<file path="src/rtl/core/mfr_pkg.sv">
package mfr_pkg;

    // Frame buffer depth; lengths are clamped to it and it bounds the byte count.
    localparam int unsigned BUFFER_DEPTH = 64;

    localparam int unsigned CHAR_W  = 8;
    localparam int unsigned COUNT_W = 7;
    localparam int unsigned POS_W   = 6;

    // Length field mask, checksum scramble and self-check constants.
    localparam logic [7:0] LEN_MASK = 8'b0001_1111;
    localparam logic [7:0] SUM_XOR  = 8'hAA;
    localparam logic [2:0] CHK_BASE = 3'b100;
    localparam logic [2:0] CHK_LOW  = 3'b111;

    localparam logic [COUNT_W-1:0] DEPTH_COUNT = COUNT_W'(BUFFER_DEPTH);

    // Configuration register indices.
    localparam logic [1:0] CFG_STATION_ADDRESS = 2'd0;
    localparam logic [1:0] CFG_EXT_COMMAND_A   = 2'd1;
    localparam logic [1:0] CFG_EXT_COMMAND_B   = 2'd2;

    typedef struct packed {
        logic [CHAR_W-1:0] station_address;
        logic [CHAR_W-1:0] ext_command_a;
        logic [CHAR_W-1:0] ext_command_b;
    } mfr_cfg_t;

    typedef struct packed {
        logic               stored;
        logic [POS_W-1:0]   position;
        logic [CHAR_W-1:0]  frame_byte;
        logic               receiving;
        logic               frame_done;
        logic               frame_error;
        logic               extended;
        logic [COUNT_W-1:0] frame_length;
        logic               checksum_ok;
    } mfr_result_t;

    // Self-check of a length byte: the top three bits must equal the low
    // three bits of the length XOR (4 | length >> 3).
    function automatic logic length_check_ok(input logic [CHAR_W-1:0] v);
        logic [2:0] a;
        logic [2:0] b;
        begin
            a = v[2:0] & CHK_LOW;
            b = CHK_BASE | {1'b0, v[4:3]};
            length_check_ok = (v[7:5] == (a ^ b));
        end
    endfunction

    // Clamp a length to the buffer depth.
    function automatic logic [COUNT_W-1:0] clamp_len(input logic [COUNT_W-1:0] v);
        begin
            clamp_len = (v > DEPTH_COUNT) ? DEPTH_COUNT : v;
        end
    endfunction

endpackage

</file>
<file path="src/rtl/core/mfr_frame_ctrl.sv">
module mfr_frame_ctrl
    import mfr_pkg::*;
(
    input  logic              clk,
    input  logic              rst_n,
    input  logic              take,
    input  logic [CHAR_W-1:0] rx_char,
    input  logic              address_bit,
    input  mfr_cfg_t          cfg,
    output mfr_result_t       result
);

    logic               hunting_reg, hunting_next;
    logic [COUNT_W-1:0] byte_count_reg, byte_count_next;
    logic [COUNT_W-1:0] length_target_reg, length_target_next;
    logic [CHAR_W-1:0]  command_byte_reg, command_byte_next;
    logic [CHAR_W-1:0]  running_sum_reg, running_sum_next;
    logic               extension_flag_reg, extension_flag_next;

    logic               addr_match;
    logic [CHAR_W-1:0]  sum_term;
    logic [COUNT_W-1:0] count_inc;
    logic [COUNT_W-1:0] ext_sum;
    logic               len_ok;
    logic               ext_cmd;
    logic               abort;

    // Per-character terms shared by the frame update.
    assign addr_match = address_bit && (rx_char == cfg.station_address);
    assign sum_term   = (rx_char + CHAR_W'(byte_count_reg)) ^ SUM_XOR;
    assign count_inc  = byte_count_reg + COUNT_W'(1);
    assign ext_sum    = length_target_reg + COUNT_W'(rx_char & LEN_MASK);
    assign len_ok     = length_check_ok(rx_char);
    assign ext_cmd    = (command_byte_reg == cfg.ext_command_a) ||
                        (command_byte_reg == cfg.ext_command_b);

    // Next frame state and the result for the current character.
    always_comb
    begin
        hunting_next        = hunting_reg;
        byte_count_next     = byte_count_reg;
        length_target_next  = length_target_reg;
        command_byte_next   = command_byte_reg;
        running_sum_next    = running_sum_reg;
        extension_flag_next = extension_flag_reg;
        abort               = 1'b0;
        result              = '0;

        if (hunting_reg)
        begin
            if (addr_match)
            begin
                hunting_next        = 1'b0;
                byte_count_next     = COUNT_W'(1);
                length_target_next  = '0;
                extension_flag_next = 1'b0;
                running_sum_next    = rx_char ^ SUM_XOR;
                result.stored       = 1'b1;
                result.frame_byte   = rx_char;
            end
            result.extended = extension_flag_next;
        end
        else if (byte_count_reg < DEPTH_COUNT)
        begin
            result.stored     = 1'b1;
            result.position   = POS_W'(byte_count_reg);
            result.frame_byte = rx_char;
            running_sum_next  = running_sum_reg + sum_term;
            byte_count_next   = count_inc;
            if (byte_count_reg == COUNT_W'(2))
            begin
                command_byte_next = rx_char;
            end

            // Length byte, then the optional extension length.
            if (count_inc == COUNT_W'(2))
            begin
                if (len_ok)
                begin
                    length_target_next = clamp_len(COUNT_W'(rx_char & LEN_MASK));
                end
                else
                begin
                    abort = 1'b1;
                end
            end
            else if (count_inc == COUNT_W'(4) && ext_cmd)
            begin
                if (len_ok)
                begin
                    extension_flag_next = 1'b1;
                    length_target_next  = clamp_len(ext_sum);
                end
                else
                begin
                    abort = 1'b1;
                end
            end

            result.extended = extension_flag_next;
            if (abort)
            begin
                result.frame_error  = 1'b1;
                hunting_next        = 1'b1;
                extension_flag_next = 1'b0;
            end
            else if (count_inc >= length_target_next)
            begin
                result.frame_done   = 1'b1;
                result.checksum_ok  = (rx_char == running_sum_reg);
                hunting_next        = 1'b1;
                extension_flag_next = 1'b0;
            end
        end
        else
        begin
            // Overflow: the buffer is full, the character is dropped.
            result.extended     = extension_flag_reg;
            result.frame_error  = 1'b1;
            hunting_next        = 1'b1;
            extension_flag_next = 1'b0;
        end

        result.receiving    = !hunting_next;
        result.frame_length = length_target_next;
    end

    // Frame state registers, updated on each accepted request.
    always_ff @(posedge clk or negedge rst_n)
    begin
        if (!rst_n)
        begin
            hunting_reg        <= 1'b1;
            byte_count_reg     <= '0;
            length_target_reg  <= '0;
            command_byte_reg   <= '0;
            running_sum_reg    <= '0;
            extension_flag_reg <= 1'b0;
        end
        else if (take)
        begin
            hunting_reg        <= hunting_next;
            byte_count_reg     <= byte_count_next;
            length_target_reg  <= length_target_next;
            command_byte_reg   <= command_byte_next;
            running_sum_reg    <= running_sum_next;
            extension_flag_reg <= extension_flag_next;
        end
    end

    // The byte count never passes the buffer depth.
    a_count_bound: assert property (@(posedge clk) disable iff (!rst_n)
        byte_count_reg <= DEPTH_COUNT)
        else $error("byte count beyond buffer depth");

    // An open frame always holds at least its address byte.
    a_open_count: assert property (@(posedge clk) disable iff (!rst_n)
        !hunting_reg |-> byte_count_reg != '0)
        else $error("open frame with zero byte count");

    // Completion or abort returns the receiver to address hunting.
    a_close_hunts: assert property (@(posedge clk) disable iff (!rst_n)
        take && (result.frame_done || result.frame_error) |=> hunting_reg)
        else $error("frame closed but not hunting");

    // The extension flag is only ever set inside an open frame.
    a_ext_open: assert property (@(posedge clk) disable iff (!rst_n)
        extension_flag_reg |-> !hunting_reg)
        else $error("extension flag set while hunting");

endmodule

</file>
<file path="config.mk">
export PLATFORM = sky130hd
export DESIGN_NAME = mfr_frame_ctrl
export DESIGN_NICKNAME = d
export VERILOG_FILES = /design/src/rtl/core/mfr_pkg.sv /design/src/rtl/core/mfr_frame_ctrl.sv
export SDC_FILE = /design/constraint.sdc
export NUM_CORES = 1
export LEC_CHECK = 0
export ABC_AREA = 1
export BUFFER_PORTS_ARGS = -buffer_cell sky130_fd_sc_hd__buf_4
export CAP_MARGIN = 20
export CELL_PAD_IN_SITES_DETAIL_PLACEMENT = 0
export CELL_PAD_IN_SITES_GLOBAL_PLACEMENT = 1
export CORE_MARGIN = 2
export CORE_UTILIZATION = 29
export DETAILED_ROUTE_END_ITERATION = 10
export GPL_ROUTABILITY_DRIVEN = 0
export PLACE_DENSITY_LB_ADDON = 0.1
export SYNTH_ARGS = -nofsm -noshare
export SYNTH_HDL_FRONTEND = slang
export SYNTH_SLANG_ARGS = --single-unit
</file>
<file path="constraint.sdc">
create_clock -name clk -period 4.4 [get_ports clk]
set_input_delay 0.88 -clock clk [delete_from_list [all_inputs] [get_ports clk]]
set_output_delay 0.88 -clock clk [all_outputs]
set_load 0.05 [all_outputs]
</file>
# Word-level counts from Yosys, hierarchy flattened
# Index checks and enable logic that the tools add are counted.
[op_classes]
n_addsub = 4
magnitude_cmp = 4
n_eq_ne = 9
n_mux = 51
n_bitwise = 4
n_reduce_logical = 7
[ops]
columns = ["cell", "count"]
rows = [
  ["two-way mux 7 bit", 14],
  ["two-way mux 8 bit", 5],
  ["== test 8 bit", 4],
  ["two-way mux 1 bit", 28],
  ["two-way mux 15 bit", 1],
  ["== test 7 x 2 -> 1 bit (second input constant)", 2],
  ["adder 8 x 7 -> 8 bit", 1],
  ["adder 8 bit", 1],
  ["NOT 4 bit", 2],
  ["adder 7 x 1 -> 7 bit (second input constant)", 1],
  ["adder 7 x 5 -> 7 bit", 1],
  ["== test 7 x 3 -> 1 bit (second input constant)", 1],
  [">= comparator 7 bit", 1],
  ["> comparator 5 x 7 -> 1 bit (second input constant)", 1],
  ["> comparator 7 bit (second input constant)", 1],
  ["< comparator 7 bit (second input constant)", 1],
  ["two-way mux 6 bit", 1],
  ["two-way mux 2 bit", 2],
  ["AND reduction 4 bit", 1],
  ["== test 3 bit", 1],
  ["AND reduction 3 bit", 1],
  ["bitwise XOR 3 bit", 1],
  ["logical AND 1 bit", 2],
  ["!= test 2 x 1 -> 1 bit (second input constant)", 1],
  ["4 further kinds", 4],
]
[totals]
ff_bits = 32

# Logic depth before layout (Yosys ltp)
# Gate-level depths: netlist of the first run.
[logic_depth]
ltp_word = 14
depth_mapped = 25
ltp_nobuf = 25

# Worst setup path after synthesis of the first run
# No wires, ideal clock.
[synth_timing]
kind = "input-to-output"
start = "input port rx_char[0]"
end = "output port result[0] (netlist bit)"
arrival_ns = 4.546
slack_ns = -1.026
stages = 18
path_buffers = 0
cell_sequence = "ha_1 > inv_1 > fa_1 > nand2_1 > a21oi_1 > nand3_1 > nor2_1 > nand2_1 > nand2_1 > nand3_1 > nand2_2 > nand2_2 > ha_1 > a21oi_1 > o31a_1 > nand3_1 > nand2_1 > nor4_1"
[synth_lines]
columns = ["item", "line_no", "rtl"]
rows = [
  ["start: declaration", "mfr_frame_ctrl.sv:7", "input logic [CHAR_W-1:0] rx_char,"],
  ["end: declaration", "mfr_frame_ctrl.sv:10", "output mfr_result_t result"],
]

==> impl_metrics.csv, run 1 <==
group,metric,value,unit
timing,final.setup.tns,-0.141,ns
floorplanning,std_cell_core_area,12600,µm²
worst_hold_path,holdPathEnd,"extension_flag_reg",
global_route,overall_fraction_of_global_route_tracks_in_use,19.3,%
power_and_ir_drop,power.static_leakage,2.75,nW
timing,finalHoldViolCount,0,
floorplanning,floorplan.die.width,117,µm
yosys,sequential_fraction_of_the_synthesis_area,21.5,%
worst_hold_path,timing.hold.worst_path_depth,2,
cts,cts_num_sinks,32,
worst_setup_path,critical_path.startpoint_type,"primary input",
power_and_ir_drop,power_total,3.87,mW
yosys,synth.lib_cells_used.distinct,43,
timing,final.setup_skew,0.0110,ns
cts,cts_buffers,5,
yosys,async_flop_share,100,%
yosys,flip_flop_cell_with_the_highest_count_after_synthesis,"dfrtp_1",
final_layout,layout.nets,764,
global_route,grt_start_max_net_pins,33,
timing,final-setup-viol-count,3,
worst_hold_path,min-delay-start,"extension_flag_reg",
timing,finalMaxSlewViolations,0,
yosys,netlist_top_cells_count,"nand2_1, inv_1, nand3_1",
timing,worst_tran_pin_value,0.850,ns
final_layout,total_of_fill_cells_in_the_finished_design,1327,
yosys,synth.top_cell.area_share,20.8,%
yosys,synth_cells,572,
timing,timing.hold.ws,0.508,ns
timing,min_period_over_period,102,%
worst_setup_path,critical_path.max_fanout,3,
detailed_routing,final_routed_wirelength,13200,µm
timing,setup_ws,-0.0672,ns
global_route,first_global_vias,3966,
final_layout,finish.cell_count_without_fillers,867,
cts,cts_hold_buf,0,
outcome,status,"finished with violations",
cts,clkTransAtPathRegs,0.06,ns
cts,clk_latency,0.28,ns
final_layout,insertedDiodeCount,0,
timing,period_needed,4.47,ns
worst_setup_path,arrival,3.59,ns
run,max_cap_viol_count,0,
global_route,initial_antenna_violation_count,0,
power_and_ir_drop,power_density_over_the_cells,731,nW/µm²
global_route,global_route_wire_length_before_repair,21200,µm
power_and_ir_drop,ir_drop,540,µV
global_route,gr-total-overflow,0,
detailed_routing,first_pass_iteration_count_of_the_detailed_router,5,
yosys,synth_nets,642,
detailed_routing,vias_per_cell,4.69,
detailed_routing,routedWlPerCell,15.3,µm
final_layout,flow.area_growth_from_synthesis,41.9,%
worst_setup_path,crit_path_end_kind,"output port",
floorplanning,floorplan.initialDensity,29.7,%
detailed_routing,detail-route-antenna-nets,0,
yosys,ys_warn_count,0,
outcome,violated_checks,"negative setup slack",
yosys,post-synth-top-count-cell,"nand2_1",
worst_setup_path,setup.reg_to_reg.worst_slack,1.20,ns
final_layout,post_route_core_utilization,42.1,%
floorplanning,std_cell_rows,41,
floorplanning,dieHeight,117,µm
final_layout,proportion_of_layout_cells_with_a_drive_suffix_above_1,30.4,%
floorplanning,die_area,13800,µm²
detailed_routing,total_number_of_vias,4069,
worst_setup_path,critPathRequiredTime,3.52,ns
yosys,synth.cell_area,3730,µm²
placement,numPortBuffers,62,
timing,grt_setup_unrepaired,"true",
timing,max_freq,224,MHz
detailed_routing,detail_route.drc_violations,0,
yosys,ys_seq_elements,32,
timing,relSlewSlack,43.3,%
final_layout,multi_input_area,2790,µm²
floorplanning,top_level_ports,63,
worst_setup_path,worst_r2r_startpoint,"byte_count_reg[1]",
cts,clockRootBuffer,"clkbuf_16",
final_layout,final_standard_cell_area_without_fillers,5290,µm²
worst_setup_path,regToRegEndpoint,"hunting_reg",
worst_setup_path,worstRegToRegCells,20,
yosys,postSynthAreaPerCell,6.52,µm²
worst_setup_path,critical_path_class,"in2out",
worst_hold_path,worst_hold_path_type,"reg2reg",
yosys,synthTopCellsByArea,"dfrtp_1, nand2_1, ha_1, inv_1, nand3_1",
final_layout,ff_latch_area,802,µm²
yosys,synth-edff-count,0,
yosys,yosysTopAreaCell,"dfrtp_1",
placement,placement.cell_area,4770,µm²
cts,clockBufferDepth,2,
cts,cts.htree.levels,2,
cts,cts_tree,"yes",
placement,placed_cells_incl_taps,847,
detailed_routing,dr.first_iter.drc_count,251,
placement,dp_slack,-0.378,ns
placement,dp_hpwl,10400,µm
[report_power, final]
part | internal [mW] | leakage (nW) | total, mW | switching, mW
clock | 0.299 | 0.0901 | 0.441 | 0.142
combinational | 1.17 | 2.24 | 2.89 | 1.73
sequential | 0.401 | 0.414 | 0.537 | 0.136
[metal layers]
metal | vias up | wire, µm | GRT usage [%]
li1 | 2082 | - | -
met1 | 1873 | 6210 | 26.3
met2 | 97 | 6090 | 31.5
met3 | 17 | 639 | 2.72
met4 | 0 | 303 | 6.02
met5 | - | 0 | 0
[layout by cell type, fill, tap and decap left out, types with 3 or more instances in the layout]
cell type	n
nand2_1	171
buf_4	116
inv_1	67
nor2_1	36
nand3_1	34
o21ai_0	33
dfrtp_1	31
ha_1	23
nand2_2	21
xnor2_1	21
nand4_1	18
a21oi_1	17
inv_2	14
xor2_1	8
ha_4	8
buf_6	6
nand3_2	5
o21ai_2	5
clkbuf_16	5
a21oi_2	4
nand3_4	3
nor2_4	3
nor3_1	3
nand2_4	3
nor2_2	3
nand3b_1	3
or2_1	3
buf_8	3
[what timing repair did]
action                                  4_1_cts  5_1_grt
pin swaps                                    15       19
gates resized for setup                      29       28
cloned                                        0        0
setup buffers                                 8        4
endpoints found under the setup margin        3        4
[worst max-delay path: stages]
cell and delay (ns):
buf_8 0.08, ha_4 0.13, inv_2 0.03, fa_2 0.53, nand2_1 0.06, a21oi_2 0.10
nand3_1 0.08, nor2_1 0.09, nand2_1 0.07, nand2_2 0.08, nand2_1 0.06, nand2_1 0.06
nand3_2 0.06, nand2_2 0.08, inv_2 0.05, ha_4 0.26, nand2_2 0.04, nor2_2 0.10
nand4_1 0.12, nand3_2 0.14, nand2_4 0.07, buf_6 0.17, nand3_4 0.08, inv_2 0.04
buf_8 0.14
[kinds of logic after synthesis]
group	synth area share [%]
compound gates	10.4
flops	21.5
buf+inv	9.83
xor+xnor	7.04
simple gates	39.2
fa+ha+maj	12.0
[final cells by class]
cell class	instances	area share [%]
multi-input combinational	448	52.6
timing repair buffer	126	19.0
sequential	32	15.2
inverter	81	5.74
tap	172	4.07
clock buffer	7	2.88
clock inverter	1	0.567
[how the worst max path moves through the flow]
stage / cells after the start / from / to
after floorplan: 18 / rx_char[0] / result[10]
after global placement: 23 / rx_char[0] / result[0]
after detailed placement: 24 / rx_char[0] / result[0]
after CTS: 25 / rx_char[0] / result[11]
after global routing: 25 / rx_char[0] / result[11]
final: 25 / rx_char[0] / result[11]
Note: power is estimated with default switching activity, not from simulation.
==> run 2: changes to the inputs <==
--- a/config.mk
+++ b/config.mk
@@ -14,7 +14,7 @@
 export CORE_UTILIZATION = 29
 export DETAILED_ROUTE_END_ITERATION = 10
 export GPL_ROUTABILITY_DRIVEN = 0
-export PLACE_DENSITY_LB_ADDON = 0.1
+export PLACE_DENSITY = 0.68
 export SYNTH_ARGS = -nofsm -noshare
 export SYNTH_HDL_FRONTEND = slang
 export SYNTH_SLANG_ARGS = --single-unit
==> run 2 against run 1 <==
  * The flow still finishes with violations (negative setup slack)
  * Largest power group unchanged
  * Maximum frequency fell by 1.5%
  * Global-route usage fell by 1.0 points
  * Sequential share of layout area rose by 0.47 points
  * Register-to-register slack got worse by 0.12 ns
  * Sequential power barely moved
==> impl_metrics.csv, run 2 (synthesis results as in run 1) <==
group,metric,value,unit
detailed_routing,first_pass_iteration_count_of_the_detailed_router,5,
timing,relSlewSlack,48.7,%
floorplanning,std_cell_rows,41,
worst_setup_path,startpoint,"rx_char[0]",
detailed_routing,routedWlPerCell,14.6,µm
cts,clk_latency,0.28,ns
placement,placement.cell_area,4710,µm²
cts,cts_num_sinks,32,
cts,clkTransAtPathRegs,0.06,ns
worst_setup_path,worst_r2r_startpoint,"byte_count_reg[1]",
final_layout,post_route_core_utilization,40.8,%
power_and_ir_drop,p_comb_share,76.2,%
worst_hold_path,min-delay-start,"extension_flag_reg",
power_and_ir_drop,power_density_over_the_cells,733,nW/µm²
placement,numPortBuffers,62,
worst_setup_path,setup.reg_to_reg.worst_slack,1.08,ns
global_route,overall_fraction_of_global_route_tracks_in_use,18.2,%
worst_hold_path,holdPathEnd,"extension_flag_reg",
final_layout,insertedDiodeCount,0,
worst_setup_path,critPathRequiredTime,3.52,ns
global_route,gr-total-overflow,0,
floorplanning,floorplan.die.width,117,µm
final_layout,proportion_of_layout_cells_with_a_drive_suffix_above_1,28.6,%
outcome,status,"finished with violations",
detailed_routing,detail-route-antenna-nets,0,
power_and_ir_drop,power.share.switching,52.8,%
detailed_routing,final_routed_wirelength,12600,µm
timing,period_needed,4.54,ns
timing,max_freq,220,MHz
timing,finalHoldViolCount,0,
floorplanning,floorplan.initialDensity,29.7,%
final_layout,total_of_fill_cells_in_the_finished_design,1365,
worst_hold_path,timing.hold.worst_path_depth,2,
final_layout,final_standard_cell_area_without_fillers,5130,µm²
worst_setup_path,worstRegToRegCells,21,
detailed_routing,detail_route.drc_violations,0,
timing,final.setup.tns,-0.278,ns
power_and_ir_drop,net-switching-power,1.98,mW
outcome,violated_checks,"negative setup slack",
cts,cts.htree.levels,2,
run,max_cap_viol_count,0,
global_route,global_route_wire_length_before_repair,20300,µm
timing,final-setup-viol-count,4,
power_and_ir_drop,power.static_leakage,2.69,nW
final_layout,mostFrequentLayoutCell,"nand2_1",
timing,finalMaxSlewViolations,0,
cts,clockBufferDepth,2,
timing,setup_ws,-0.137,ns
floorplanning,top_level_ports,63,
power_and_ir_drop,p_clk_share,9.5,%
global_route,first_global_vias,4027,
timing,worst_tran_pin_value,0.769,ns
final_layout,mostFrequentLayoutCells,"nand2_1, buf_4, inv_1, nor2_1, nand3_1",
worst_setup_path,crit_path_end_kind,"output port",
worst_setup_path,critical_path.max_fanout,3,
final_layout,flow.area_growth_from_synthesis,37.6,%
worst_setup_path,regToRegEndpoint,"hunting_reg",
worst_hold_path,worst_hold_path_type,"reg2reg",
cts,cts_buffers,5,
floorplanning,die_area,13800,µm²
placement,dp_hpwl,10000,µm
detailed_routing,vias_per_cell,4.79,
detailed_routing,total_number_of_vias,4121,
worst_setup_path,critical_path.startpoint_type,"primary input",
timing,final.setup_skew,0.00794,ns
floorplanning,std_cell_core_area,12600,µm²
worst_setup_path,critical_path_class,"in2out",
cts,clockRootBuffer,"clkbuf_16",
power_and_ir_drop,power.share.sequential,14.3,%
power_and_ir_drop,ir_drop,401,µV
worst_setup_path,arrival,3.66,ns
global_route,grt_start_max_net_pins,33,
final_layout,layout.nets,758,
detailed_routing,dr.first_iter.drc_count,239,
power_and_ir_drop,internal_power,1.78,mW
timing,grt_setup_unrepaired,"true",
floorplanning,dieHeight,117,µm
timing,min_period_over_period,103,%
power_and_ir_drop,power_total,3.76,mW
global_route,initial_antenna_violation_count,0,
cts,cts_tree,"yes",
## run 2: metrics by stage
| stage | hold WS, ns | setup slack [ns] | instances |
|---|---|---|---|
| 6_report | 0.505 | -0.137 | 861 |
| 5_1_grt | 0.538 | -0.282 | 861 |
| 4_1_cts | 0.509 | -0.159 | 858 |
| 3_5_place_dp | 0.494 | -0.449 | 841 |
| 3_3_place_gp | 0.488 | -0.375 | 841 |
| 2_1_floorplan | 0.469 | -0.174 | 572 |
## run 2: routing by layer
layer  up-vias  share of wire, %  wire, µm  GRT usage [%]
li1       2076                 -         -              -
met1      1908                47      5890           24.8
met2       125                47      5960           30.9
met3        12               4.9       613           2.72
met4         0              0.86       108           3.39
met5         -                 0         0              0
## run 2: power groups by stage
stage / sequential, mW / clock (mW) / combinational [mW]
final: 0.538 / 0.359 / 2.86
after global routing: 0.556 / 0.375 / 3.17
after CTS: 0.534 / 0.365 / 2.75
after detailed placement: 0.536 / 0 / 2.50
after global placement: 0.536 / 0 / 2.49
after floorplan: 0.495 / 0 / 1.74
## run 2: critical path, stage by stage
cell	delay, ns
buf_8	0.08
ha_4	0.13
inv_2	0.03
fa_2	0.54
nand2_2	0.05
a21oi_2	0.10
nand3_1	0.08
nor2_1	0.08
nand2_1	0.07
nand2_2	0.09
nand3_2	0.09
nand2_2	0.10
nand2_4	0.07
ha_4	0.28
nand2_1	0.06
nor3_1	0.14
nand2_1	0.09
nand3_2	0.12
nand2_4	0.07
nor4_4	0.28
buf_6	0.20
## run 2: how the worst max path moves through the flow
stage                             to  slack [ns]  cells past startpoint
after floorplan           result[10]       -0.17                     18
after global placement     result[0]       -0.37                     23
after detailed placement   result[0]       -0.45                     23
after CTS                 result[11]       -0.16                     25
after global routing       result[0]       -0.28                     20
final                      result[0]       -0.14                     21
## run 2: final cells by class
type / count / area, µm² / share of cell area [%]
sequential: 32 / 802 / 15.6
tap: 172 / 215 / 4.19
clock buffer: 8 / 146 / 2.85
timing repair buffer: 120 / 931 / 18.1
multi-input combinational: 448 / 2740 / 53.3
inverter: 81 / 304 / 5.92
## run 2: timing repair
item                       4_1_cts  5_1_grt
hold endpoints to repair         0        0
gates cloned                     0        0
hold buffers                     0        0
buffers inserted                 9        3
setup endpoints to repair        3        4
pin swaps                       14       16
gates resized for setup         30       17
